==> config.mk <==
export PLATFORM = sky130hd
export DESIGN_NAME = lru_voice_allocator
export DESIGN_NICKNAME = d
export VERILOG_FILES = /design/src/hdl/lva_pkg.sv /design/src/hdl/lva_ram.sv /design/src/hdl/lva_pitch.sv /design/src/hdl/lva_core.sv /design/src/hdl/lru_voice_allocator.sv
export SDC_FILE = /design/constraint.sdc
export NUM_CORES = 2
export LEC_CHECK = 0
export CAP_MARGIN = 20
export CORE_MARGIN = 10
export CORE_UTILIZATION = 60
export DETAILED_ROUTE_END_ITERATION = 6
export DONT_BUFFER_PORTS = 1
export HOLD_SLACK_MARGIN = 0.12
export PLACE_DENSITY = 0.78
export SETUP_SLACK_MARGIN = 0.15
export SLEW_MARGIN = 25
export SYNTH_ARGS = -nofsm -noshare
export SYNTH_HDL_FRONTEND = slang
export SYNTH_SLANG_ARGS = --single-unit
==> constraint.sdc <==
create_clock -name clk -period 26.6 [get_ports clk]
set_clock_uncertainty 0.15 [all_clocks]
set_input_delay 1.33 -clock clk [delete_from_list [all_inputs] [get_ports clk]]
set_output_delay 1.33 -clock clk [all_outputs]
set_load 0.01 [all_outputs]
==> src/hdl/lva_pkg.sv <==
// Shared constants, types and the pitch table of the voice allocator.
package lva_pkg;

  localparam int VOICES     = 16;
  localparam int NOTES      = 128;
  localparam int STAMP_BITS = 32;

  localparam int VOICE_W  = $clog2(VOICES);
  localparam int NOTE_W   = $clog2(NOTES);
  localparam int CMD_W    = 2;
  localparam int PITCH_W  = 30;
  localparam int PROD_W   = 34;
  localparam int VWORD_W  = NOTE_W + STAMP_BITS;

  // Octave split: m / 12 as (m * 43) >> 9, exact for m up to 130.
  localparam int RECIP12_MUL   = 43;
  localparam int RECIP12_SHIFT = 9;
  localparam int SEMIS         = 12;
  localparam int OCT_TOP       = 14;
  localparam int NOTE_OFFSET   = 3;

  typedef enum logic [CMD_W-1:0] {
    CMD_NOTE_ON  = 2'd0,
    CMD_NOTE_OFF = 2'd1,
    CMD_ALL_OFF  = 2'd2
  } lva_cmd_t;

  typedef enum logic [2:0] {
    ST_IDLE,
    ST_LOOK,
    ST_SCAN,
    ST_WRITE,
    ST_EMIT,
    ST_FLUSH
  } lva_state_t;

  // 440 Hz times round(2^(semi/12) * 2^24), one entry per semitone.
  function automatic logic [PROD_W-1:0] pitch_prod(input logic [3:0] semi);
    logic [PROD_W-1:0] p;
    case (semi)
      4'd0:    p = 34'd7381975040;
      4'd1:    p = 34'd7820930040;
      4'd2:    p = 34'd8285986720;
      4'd3:    p = 34'd8778697400;
      4'd4:    p = 34'd9300705920;
      4'd5:    p = 34'd9853754680;
      4'd6:    p = 34'd10439689040;
      4'd7:    p = 34'd11060465240;
      4'd8:    p = 34'd11718154800;
      4'd9:    p = 34'd12414952880;
      4'd10:   p = 34'd13153184000;
      4'd11:   p = 34'd13935313040;
      default: p = '0;
    endcase
    return p;
  endfunction

endpackage

==> src/hdl/lva_ram.sv <==
// Generic single-write, single-read RAM with registered read data.
module lva_ram #(
  parameter int WIDTH = 8,
  parameter int DEPTH = 16
) (
  input  logic                     clk,
  input  logic                     we,
  input  logic [$clog2(DEPTH)-1:0] waddr,
  input  logic [WIDTH-1:0]         wdata,
  input  logic [$clog2(DEPTH)-1:0] raddr,
  output logic [WIDTH-1:0]         rdata
);

  logic [WIDTH-1:0] mem [DEPTH];

  // Write port and registered read port
  always_ff @(posedge clk) begin
    if (we) begin
      mem[waddr] <= wdata;
    end
    rdata <= mem[raddr];
  end

endmodule

==> src/hdl/lva_pitch.sv <==
// Note number to 14.16 fixed-point frequency conversion.
module lva_pitch (
  input  logic [lva_pkg::NOTE_W-1:0]  note,
  output logic [lva_pkg::PITCH_W-1:0] pitch_hz
);
  import lva_pkg::*;

  localparam int M_W   = NOTE_W + 1;
  localparam int Q_W   = M_W + 6;
  localparam int SUM_W = PROD_W + 1;

  logic [M_W-1:0]   m;
  logic [Q_W-1:0]   q;
  logic [3:0]       oct;
  logic [M_W-1:0]   oct12;
  logic [3:0]       semi;
  logic [3:0]       shamt;
  logic [SUM_W-1:0] rounded;
  logic [SUM_W-1:0] shifted;

  // Split note + 3 into octave and semitone, then scale and round half up
  always_comb begin
    m        = M_W'(note) + M_W'(NOTE_OFFSET);
    q        = Q_W'(m) * Q_W'(RECIP12_MUL);
    oct      = q[RECIP12_SHIFT +: 4];
    oct12    = M_W'(oct) * M_W'(SEMIS);
    semi     = 4'(m - oct12);
    shamt    = 4'(OCT_TOP) - oct;
    rounded  = {1'b0, pitch_prod(semi)} + (SUM_W'(1) << (shamt - 4'd1));
    shifted  = rounded >> shamt;
    pitch_hz = shifted[PITCH_W-1:0];
  end

endmodule

==> src/hdl/lva_core.sv <==
// Allocation sequencer: map lookup, age scan, write-back and result register.
module lva_core (
  input  logic                        clk,
  input  logic                        rst_n,
  input  logic                        in_valid,
  input  logic [lva_pkg::CMD_W-1:0]   in_cmd,
  input  logic [lva_pkg::NOTE_W-1:0]  in_note,
  output logic                        in_stall,
  output logic                        out_valid,
  input  logic                        out_stall,
  output logic [lva_pkg::VOICE_W-1:0] out_voice,
  output logic                        out_voice_on,
  output logic [lva_pkg::PITCH_W-1:0] out_pitch_hz,
  output logic                        out_last,
  output logic                        map_we,
  output logic [lva_pkg::NOTE_W-1:0]  map_waddr,
  output logic [lva_pkg::VOICE_W-1:0] map_wdata,
  output logic [lva_pkg::NOTE_W-1:0]  map_raddr,
  input  logic [lva_pkg::VOICE_W-1:0] map_rdata,
  output logic                        vce_we,
  output logic [lva_pkg::VOICE_W-1:0] vce_waddr,
  output logic [lva_pkg::VWORD_W-1:0] vce_wdata,
  output logic [lva_pkg::VOICE_W-1:0] vce_raddr,
  input  logic [lva_pkg::VWORD_W-1:0] vce_rdata
);
  import lva_pkg::*;

  lva_state_t state_r, state_nxt;

  lva_cmd_t                cmd_r;
  logic [NOTE_W-1:0]       note_r;
  logic [VOICE_W-1:0]      idx_r;
  logic [VOICE_W-1:0]      victim_r;
  logic                    steal_r;
  logic [STAMP_BITS-1:0]   best_stamp_r;
  logic [NOTE_W-1:0]       best_note_r;
  logic [STAMP_BITS-1:0]   clock_r;
  logic [NOTES-1:0]        map_valid_r;
  logic [VOICES-1:0]       owner_valid_r;
  logic [VOICES-1:0]       stamp_valid_r;

  logic                    out_valid_r;
  logic [VOICE_W-1:0]      out_voice_r;
  logic                    out_voice_on_r;
  logic [PITCH_W-1:0]      out_pitch_r;
  logic                    out_last_r;

  logic                    accept;
  logic                    slot_free;
  logic                    last_idx;
  logic                    take_best;
  logic                    out_load;
  logic [NOTE_W-1:0]       rd_note;
  logic [STAMP_BITS-1:0]   rd_stamp;
  logic [STAMP_BITS-1:0]   clock_inc;
  logic [PITCH_W-1:0]      pitch_w;

  lva_pitch u_pitch (
    .note     (note_r),
    .pitch_hz (pitch_w)
  );

  // Shared decode of handshakes and scan data
  always_comb begin
    accept    = in_valid && !in_stall;
    slot_free = !out_valid_r || !out_stall;
    last_idx  = (idx_r == VOICE_W'(VOICES - 1));
    rd_note   = vce_rdata[VWORD_W-1 -: NOTE_W];
    rd_stamp  = stamp_valid_r[idx_r] ? vce_rdata[STAMP_BITS-1:0] : '0;
    take_best = (idx_r == '0) || (rd_stamp < best_stamp_r);
    clock_inc = clock_r + STAMP_BITS'(1);
  end

  // Next state
  always_comb begin
    state_nxt = state_r;
    unique case (state_r)
      ST_IDLE: begin
        if (accept) begin
          unique case (in_cmd)
            CMD_NOTE_ON:  state_nxt = map_valid_r[in_note] ? ST_LOOK : ST_SCAN;
            CMD_NOTE_OFF: state_nxt = map_valid_r[in_note] ? ST_LOOK : ST_IDLE;
            CMD_ALL_OFF:  state_nxt = ST_FLUSH;
            default:      state_nxt = ST_IDLE;
          endcase
        end
      end
      ST_LOOK:  state_nxt = (cmd_r == CMD_NOTE_ON) ? ST_WRITE : ST_EMIT;
      ST_SCAN:  state_nxt = last_idx ? ST_WRITE : ST_SCAN;
      ST_WRITE: state_nxt = ST_EMIT;
      ST_EMIT:  state_nxt = slot_free ? ST_IDLE : ST_EMIT;
      ST_FLUSH: state_nxt = (slot_free && last_idx) ? ST_IDLE : ST_FLUSH;
      default:  state_nxt = ST_IDLE;
    endcase
  end

  // Memory ports and handshake outputs
  always_comb begin
    in_stall  = (state_r != ST_IDLE);
    map_raddr = in_note;
    map_we    = (state_r == ST_WRITE);
    map_waddr = note_r;
    map_wdata = victim_r;
    vce_raddr = (state_r == ST_IDLE || last_idx) ? '0 : idx_r + VOICE_W'(1);
    vce_we    = (state_r == ST_WRITE);
    vce_waddr = victim_r;
    vce_wdata = {note_r, clock_inc};
    out_load  = (state_r == ST_EMIT || state_r == ST_FLUSH) && slot_free;
  end

  // Control state: FSM, valid bits, allocation clock, scan counter
  always_ff @(posedge clk) begin
    if (!rst_n) begin
      state_r       <= ST_IDLE;
      map_valid_r   <= '0;
      owner_valid_r <= '0;
      stamp_valid_r <= '0;
      clock_r       <= '0;
      idx_r         <= '0;
      out_valid_r   <= 1'b0;
    end else begin
      state_r <= state_nxt;
      if (accept) begin
        idx_r <= '0;
        if (in_cmd == CMD_ALL_OFF) begin
          map_valid_r   <= '0;
          owner_valid_r <= '0;
        end
      end
      if (state_r == ST_SCAN || (state_r == ST_FLUSH && slot_free)) begin
        idx_r <= idx_r + VOICE_W'(1);
      end
      // Release a mapped note
      if (state_r == ST_LOOK && cmd_r == CMD_NOTE_OFF) begin
        map_valid_r[note_r]      <= 1'b0;
        owner_valid_r[map_rdata] <= 1'b0;
      end
      // Commit the allocation; drop the stolen voice's old note first
      if (state_r == ST_WRITE) begin
        if (steal_r && owner_valid_r[victim_r]) begin
          map_valid_r[best_note_r] <= 1'b0;
        end
        map_valid_r[note_r]     <= 1'b1;
        owner_valid_r[victim_r] <= 1'b1;
        stamp_valid_r[victim_r] <= 1'b1;
        clock_r                 <= clock_inc;
      end
      if (out_load) begin
        out_valid_r <= 1'b1;
      end else if (!out_stall) begin
        out_valid_r <= 1'b0;
      end
    end
  end

  // Item payload and oldest-voice tracking
  always_ff @(posedge clk) begin
    if (accept) begin
      cmd_r  <= lva_cmd_t'(in_cmd);
      note_r <= in_note;
    end
    if (state_r == ST_LOOK) begin
      victim_r <= map_rdata;
      steal_r  <= 1'b0;
    end
    if (state_r == ST_SCAN) begin
      steal_r <= 1'b1;
      if (take_best) begin
        victim_r     <= idx_r;
        best_stamp_r <= rd_stamp;
        best_note_r  <= rd_note;
      end
    end
  end

  // Result register
  always_ff @(posedge clk) begin
    if (out_load) begin
      if (state_r == ST_FLUSH) begin
        out_voice_r    <= idx_r;
        out_voice_on_r <= 1'b0;
        out_pitch_r    <= '0;
        out_last_r     <= last_idx;
      end else begin
        out_voice_r    <= victim_r;
        out_voice_on_r <= (cmd_r == CMD_NOTE_ON);
        out_pitch_r    <= (cmd_r == CMD_NOTE_ON) ? pitch_w : '0;
        out_last_r     <= 1'b1;
      end
    end
  end

  assign out_valid    = out_valid_r;
  assign out_voice    = out_voice_r;
  assign out_voice_on = out_voice_on_r;
  assign out_pitch_hz = out_pitch_r;
  assign out_last     = out_last_r;

endmodule

==> src/hdl/lru_voice_allocator.sv <==
// Top level of the LRU voice allocator: memories and allocation sequencer.
//
// Input words carry cmd (note on, note off, all notes off) and a 7-bit note.
// Result words carry voice, voice_on, pitch_hz (14.16 Hz) and last.
// A word moves when valid is high and stall is low; in_stall is high while
// one input word is being worked on, so the block takes one word at a time.
// Steps from input accept to result valid:
//   note on, note unmapped : age scan reading each voice through the voice
//                            memory read port, then write-back and result load
//   note on, note mapped   : note map read, write-back, result load
//   note off               : note map read, result load; an unmapped note gives no result
//   all notes off          : 16 results, one per cycle while the receiver does not stall
// An unmapped note off or an unknown command is accepted and gives no result.
// The result register frees the input side: once a result is loaded the
// next word is accepted even while out_stall holds that result.
// A stalled receiver holds the result word stable and holds the sequencer before its next result load.
// Reset (rst_n low, synchronous) unmaps all notes and voices, zeroes all
// stamps and the allocation clock and drops any pending result.
module lru_voice_allocator (
  input  logic                        clk,
  input  logic                        rst_n,
  input  logic                        in_valid,
  input  logic [lva_pkg::CMD_W-1:0]   in_cmd,
  input  logic [lva_pkg::NOTE_W-1:0]  in_note,
  output logic                        in_stall,
  output logic                        out_valid,
  input  logic                        out_stall,
  output logic [lva_pkg::VOICE_W-1:0] out_voice,
  output logic                        out_voice_on,
  output logic [lva_pkg::PITCH_W-1:0] out_pitch_hz,
  output logic                        out_last
);
  import lva_pkg::*;

  logic               map_we;
  logic [NOTE_W-1:0]  map_waddr;
  logic [VOICE_W-1:0] map_wdata;
  logic [NOTE_W-1:0]  map_raddr;
  logic [VOICE_W-1:0] map_rdata;
  logic               vce_we;
  logic [VOICE_W-1:0] vce_waddr;
  logic [VWORD_W-1:0] vce_wdata;
  logic [VOICE_W-1:0] vce_raddr;
  logic [VWORD_W-1:0] vce_rdata;

  // Note to voice map
  lva_ram #(
    .WIDTH (VOICE_W),
    .DEPTH (NOTES)
  ) u_note_map (
    .clk   (clk),
    .we    (map_we),
    .waddr (map_waddr),
    .wdata (map_wdata),
    .raddr (map_raddr),
    .rdata (map_rdata)
  );

  // Per-voice owner note and allocation stamp
  lva_ram #(
    .WIDTH (VWORD_W),
    .DEPTH (VOICES)
  ) u_voice_mem (
    .clk   (clk),
    .we    (vce_we),
    .waddr (vce_waddr),
    .wdata (vce_wdata),
    .raddr (vce_raddr),
    .rdata (vce_rdata)
  );

  lva_core u_core (
    .clk          (clk),
    .rst_n        (rst_n),
    .in_valid     (in_valid),
    .in_cmd       (in_cmd),
    .in_note      (in_note),
    .in_stall     (in_stall),
    .out_valid    (out_valid),
    .out_stall    (out_stall),
    .out_voice    (out_voice),
    .out_voice_on (out_voice_on),
    .out_pitch_hz (out_pitch_hz),
    .out_last     (out_last),
    .map_we       (map_we),
    .map_waddr    (map_waddr),
    .map_wdata    (map_wdata),
    .map_raddr    (map_raddr),
    .map_rdata    (map_rdata),
    .vce_we       (vce_we),
    .vce_waddr    (vce_waddr),
    .vce_wdata    (vce_wdata),
    .vce_raddr    (vce_raddr),
    .vce_rdata    (vce_rdata)
  );

endmodule

[Yosys cells after proc, flatten, opt, wreduce, memory -nomap -nowiden]
Memories as Yosys holds them, arrays and structs flattened. A register that Yosys moved wholly into a read port is not among the register bits.
Index checks and enable logic that the tools add are counted.
Word-level totals
  ROM bits: 496
  memories kept: 3
  input port bits: 13
  memory bits (writable): 1136
  register bits: 289
Memory list
  u_voice_mem.mem: depth 16, bits a word 39, rd ports 1, clocked after Yosys merged registers in 1, wr ports 1, line lva_ram.sv:14  | logic [WIDTH-1:0] mem [DEPTH];
  u_note_map.mem: depth 128, bits a word 4, rd ports 1, clocked after Yosys merged registers in 1, wr ports 1, line lva_ram.sv:14
  (name not given): depth 16, bits a word 31, rd ports 1, clocked after Yosys merged registers in 0, wr ports 0, line lva_pkg.sv:40  | case (semi)
Cells by class
  bitwise operators: 10
  order comparisons: 11
  add/sub/neg operators: 7
  shift operators: 2
  $mul: 2
  muxes and demuxes: 50
  reduce and logical (&&, ||, !) cells: 26
  equality and inequality tests: 11
Operator list (count)
  $mux 128: 9
  $and 128x128->128: 2
  $not 128->128: 2
  $or 128x128->128: 1
  $mux 16: 6
  $add 34x35->35: 1
  $shl 1x4->35 const A: 1
  $shr 35x4->30: 1
  $add 32x1->32 const B: 1
  $lt 32x32->1: 1
  $mux 32: 1
  $or 16x16->16: 2
  $mux 4: 7
  $lt 7x8->1 const B: 3
  $pmux 3 s6: 1
  $and 16x16->16: 1
  $not 16->16: 1
  $lt 4x5->1 const B: 3
  $demux 1 s7: 2
  $ge 7x1->1 const B: 2
  $mul 8x6->13 const B: 1
  $mux 1: 13
  $mux 3: 4
  $logic_and 1x1->1: 10
  29 further kinds: 43

[Longest topological paths before layout]
  depth after elaboration: 14
  gate-level depth with buffers: 38
  mapped depth without buffers: 32

[Modules after synthesis]
From an unflattened synthesis, not the netlist that was laid out.
Second synthesis, totals
  cells, all modules: 4250
  area total of the unflattened synthesis: 64171.5 um2
By module, submodules not included
  lva_ram (u_voice_mem): seq. area each 19518.7 um2, times used 1, cells each 1014, area an instance 24185.7 um2
  lva_ram (u_note_map): seq. area each 15454.8 um2, times used 1, cells each 908, area an instance 20193.1 um2
  lva_core: seq. area each 6626.4 um2, times used 1, cells each 1726, area an instance 15486.1 um2
  lva_pitch: seq. area each 0.0 um2, times used 1, cells each 602, area an instance 4306.6 um2

[Worst setup path after synthesis]
OpenSTA, ideal clock, no wires.
  kind: register to register
  from: register u_core.note_r[0] (netlist: u_core.map_waddr[0])
  to: register u_core.out_pitch_r[10] (netlist: u_core.out_pitch_hz[10]) (data pin)
  data arrival time: 9646 ps
  buffers on the path: 6
  stages on the path, launching flop included: 36
  slack: 16535 ps
  clock period less this slack: 10065 ps
  data required time: 26181 ps
  cell sequence: edfxtp_1 > clkinv_1 > ha_1 > buf_2 > nor2b_1 > nand2_1 > xnor2_1 > ha_1 > ha_1 > fa_1 > ha_1 > a41o_1 > a211o_1 > a2111oi_0 > or3_2 > buf_2 > buf_1 > ha_1 > clkbuf_1 > xnor2_1 > xnor3_1 > clkbuf_1 > clkbuf_1 > nor2_1 > nor2_1 > a21oi_1 > fa_1 > a21o_1 > a221oi_1 > o221ai_1 > a2111oi_0 > nor3_1 > xor2_1 > mux4_2 > a21oi_1 > o22ai_1
On the way
  cells in the longest elaborated chain, start to end: 7
  elaborated cells on any way between the ends: 10
Ends and longest elaborated chain
  from (decl): line lva_core.sv:31  | logic [NOTE_W-1:0] note_r;
  from (signal assigned): line lva_core.sv:160  | note_r <= in_note;
  $add 7x2->8 *: line lva_pitch.sv:23  | m = M_W'(note) + M_W'(NOTE_OFFSET);
  $mul 8x6->13: line lva_pitch.sv:24  | q = Q_W'(m) * Q_W'(RECIP12_MUL);
  $mul 4x2->2 / $sub 4x4->4 (equally long branches): line lva_pitch.sv:26, lva_pitch.sv:28
  $sub 4x4->4 / $sub 4x1->4 (equally long branches): line lva_pitch.sv:27, lva_pitch.sv:29
  $mem_v2 16x31 / $shl 1x4->35 (equally long branches)
  $add 34x35->35: line lva_pitch.sv:29  | rounded = {1'b0, pitch_prod(semi)} + (SUM_W'(1) << (shamt - 4'd1));
  $shr 35x4->30 *: line lva_pitch.sv:30  | shifted = rounded >> shamt;
  to (signal assigned): line lva_core.sv:187  | out_pitch_r <= (cmd_r == CMD_NOTE_ON) ? pitch_w : '0;
  to (decl): line lva_core.sv:45  | logic [PITCH_W-1:0] out_pitch_r;
Mark *: on every way between the ends. The rest lies on a longest branch, timed or not.
A chain may end at the register's enable or synchronous reset.

[Final worst setup path]
  from: register u_core.note_r[1] (netlist: u_core.map_waddr[1])
  to: register u_core.out_pitch_r[10] (netlist: u_core.out_pitch_hz[10]) (data pin)
Same word-level chain as after synthesis.

==> impl_metrics.yaml <==
status:
  status: "finished, violations left"
  violations: "design-rule violations"
cells_and_area:
  nets: 4312
  antennaDiodeCount: 0
  layout_commonest_cell: "edfxtp_1"
  final_cell_mix: "1220 x edfxtp_1, 367 x nand2_1, 263 x mux4_2, 244 x dfxtp_1, 234 x nor2_1"
  syn_to_final_growth_pct: 9.98
  filler_cell_count: 6834
  final_cell_count_no_fill: 5706
  drive_gt1_frac: 0.145
  design_area_mm2: 0.0694
yosys:
  synth_cell_types: 75
  syn_avg_cell_area_um2: 14.7
  synth_nets: 4416
  ys_seq_area_frac: 0.659
  async_reset_ff_frac: 0
  synth-edff-count: 1220
  ys.flop_type: "edfxtp_1"
  synth_area_mm2: 0.0631
  ys_ff_latch: 1468
  syn_inst: 4308
  yosys_warnings: 0
timing:
  timing.setup.tns_ps: 0
  grt_setup_unrepaired: "no"
  max_slew_margin: 0.199
  tightest_slew_ps: 1200
  period_share: 0.426
  setup_ws_ps: 15270
  slew_viol_final: 0
  setup_viol: 0
  clock.fmax_mhz: 88.3
  final.min_clock_period_ps: 11330
  hold_viol: 0
drt:
  drtIter0Drc: 5217
  dr_wl_met3_um: 19000
  routed.top_layer: "met5"
  drc: 8
  viasPerCell: 6.88
  routedWlPerCell_um: 28.3
  drtPass1Iterations: 7
  routed-via-count: 39281
  met2WireLength_um: 75200
  wl_met1_um: 61600
  antenna_left: 0
  drt_wl_total_um: 162000
pwr:
  p_clk_frac: 0.278
  pwr-share-comb: 0.365
  p_seq_frac: 0.358
  cellLeakagePower_nw: 22.9
  switching_share: 0.359
  finalPower_mw: 7.49
  peakVddDrop_uv: 306
  netSwitchingPower_mw: 2.69
  power.density_mw_per_mm2: 108
  internal_power_mw: 4.80
clocking:
  cts.sinks: 1468
  numCtsBuffers: 147
  post_cts_buffers: 0
  cts_resized: 0
  clockBufferDepth: 3
  cts_tree: "yes"
  root_buffer: "clkbuf_16"
  htree_levels: 4
  ctsHoldBuffers: 0
  path_clk_slew_ps: 60
  worstSkewPairLatency_ps: 790
critical_path:
  end_kind: "flop"
  slowest_stage: "or3_2"
  critPathMaxFanout: 37
  r2r-end: "u_core.out_pitch_hz[10]$_SDFFCE_PP0P_"
  reg2regPathDepth: 31
  setup.worst_path.class: "reg2reg"
  reg2reg_slack_ps: 15270
  crit_path_max_incr_delay_ps: 670
  crit_top_cell: "ha_1"
  required_ps: 26960
  start_kind: "flop"
  critical_path.top_delay_family: "compound AO/OA/AOI/OAI gates"
  reg2reg_from: "u_core.map_waddr[1]$_DFFE_PP_"
  arrival_ps: 11680
  crit_buf_inv: 3
hold_path:
  hold_end: "u_core.best_note_r[0]$_DFFE_PP_"
  hold_depth: 0
  hold_path_startpoint: "u_voice_mem.rdata[32]$_DFF_P_"
  min_path_type: "reg2reg"
placement:
  hpwlAfterDp_um: 93500
  dp.cells: 5434
  placed_area_mm2: 0.0644
  pre_cts_slack_ps: 15420
  gp_routability_congestion: 0.924
  io_buffers: 0
grt:
  antenna_found_initial: 3
  gr-total-overflow: 0
  grt_pass1_vias: 38646
  grtUsageTotal: 0.271
  grt_pass1_wl_um: 243000
  grt_max_degree: 199
die:
  core-area_mm2: 0.104
  start_util: 0.608
  die_w_um: 344
  die_h_um: 344
  io_pins: 51
  die-area_mm2: 0.119
  rows: 118
job:
  max_cap_violations: 0
==> power groups by stage <==
stage          Combinational (mW)  Sequential [mW]  Clock [mW]
2_1_floorplan                2.02             2.72           0
3_3_place_gp                 2.64             2.72           0
3_5_place_dp                 2.66             2.73           0
4_1_cts                      2.67             2.68        2.09
5_1_grt                      2.96             2.68        2.18
6_report                     2.73             2.68        2.08
==> flip-flops by register name, indices dropped and copies added, names as in the netlist, 30 cells and up <==
signal               count
u_voice_mem.rdata       39
u_note_map.mem         512
u_core.clock_r          32
u_core.map_valid_r     128
u_core.out_pitch_hz     30
u_core.best_stamp_r     32
u_voice_mem.mem        624
==> logic make-up (layout without fill, tap and decap cells) <==
group / after synthesis / after routing / synth area share
AO/OA/AOI/OAI: 967 / 967 / 0.110
flip-flops: 1468 / 1468 / 0.659
AND/OR/NAND/NOR: 971 / 971 / 0.0707
XOR/XNOR: 89 / 89 / 0.0131
adder cells (fa/ha/maj): 95 / 95 / 0.0199
buffers and inverters: 396 / 414 / 0.0237
multiplexers: 322 / 322 / 0.103
==> per-stage QoR <==
stage	utilization	hold WS, ps
5_1_grt	0.668	250
4_1_cts	0.666	237
2_1_floorplan	-	236
3_3_place_gp	0.619	249
3_5_place_dp	0.620	243
6_report	0.668	240
==> routing by layer <==
layer,GRT usage,vias to the layer above
met1,0.373,19578
met5,0,-
li1,-,16637
met3,0.0705,481
met2,0.416,2581
met4,0.101,4
==> layout make-up <==
cell class / instances / area [um^2] / area share
Clock buffer: 201 / 4030 / 0.0581
Inverter: 86 / 329 / 0.00474
Multi-Input combinational cell: 2444 / 20500 / 0.295
Timing Repair Buffer: 57 / 452 / 0.00650
Sequential cell: 1468 / 41600 / 0.599
Clock inverter: 70 / 803 / 0.0116
Tap cell: 1380 / 1730 / 0.0249
==> synthesized netlist by cell type, types with 4 or more instances <==
library cell | count | share of area
edfxtp_1 | 1220 | 0.58
nand2_1 | 368 | 0.022
clkbuf_1 | 274 | 0.016
mux4_2 | 263 | 0.094
nor2_1 | 249 | 0.015
dfxtp_1 | 248 | 0.079
o21a_1 | 163 | 0.019
and2_1 | 145 | 0.014
o21ai_0 | 130 | 0.010
o22ai_1 | 97 | 0.0096
a211oi_1 | 93 | 0.011
a21oi_1 | 92 | 0.0073
a31oi_1 | 89 | 0.0088
ha_1 | 86 | 0.017
inv_1 | 83 | 0.0049
o221ai_1 | 83 | 0.012
o2111a_1 | 78 | 0.014
xnor2_1 | 59 | 0.0082
o211ai_1 | 54 | 0.0064
nand3_1 | 45 | 0.0036
mux2i_1 | 42 | 0.0067
nor3_1 | 39 | 0.0031
buf_1 | 30 | 0.0018
xor2_1 | 27 | 0.0037
nor2b_1 | 24 | 0.0024
a21o_1 | 21 | 0.0025
nand2b_1 | 20 | 0.0020
nand4_1 | 18 | 0.0018
mux2_2 | 17 | 0.0030
and3_1 | 16 | 0.0016
or3_1 | 15 | 0.0015
a21boi_0 | 14 | 0.0017
o211a_1 | 10 | 0.0016
fa_1 | 9 | 0.0029
a221oi_1 | 8 | 0.0011
nor4_1 | 7 | 0.00069
buf_2 | 6 | 0.00048
a2111oi_0 | 5 | 0.00069
nor3b_1 | 5 | 0.00059
a211o_1 | 4 | 0.00055
nand3b_1 | 4 | 0.00048
or2_2 | 4 | 0.00040
==> how the worst max path moves through the flow <==
stage / from / end / cells past startpoint
5_1_grt: u_core.map_waddr[0]$_DFFE_PP_ / u_core.out_pitch_hz[10]$_SDFFCE_PP0P_ / 30
4_1_cts: u_core.map_waddr[1]$_DFFE_PP_ / u_core.out_pitch_hz[10]$_SDFFCE_PP0P_ / 31
3_5_place_dp: u_core.map_waddr[0]$_DFFE_PP_ / u_core.out_pitch_hz[10]$_SDFFCE_PP0P_ / 30
3_3_place_gp: u_core.map_waddr[1]$_DFFE_PP_ / u_core.out_pitch_hz[10]$_SDFFCE_PP0P_ / 31
6_report: u_core.map_waddr[1]$_DFFE_PP_ / u_core.out_pitch_hz[10]$_SDFFCE_PP0P_ / 31
2_1_floorplan: u_core.map_waddr[0]$_DFFE_PP_ / u_core.out_pitch_hz[10]$_SDFFCE_PP0P_ / 35
Power figures use the tool's default switching activity.
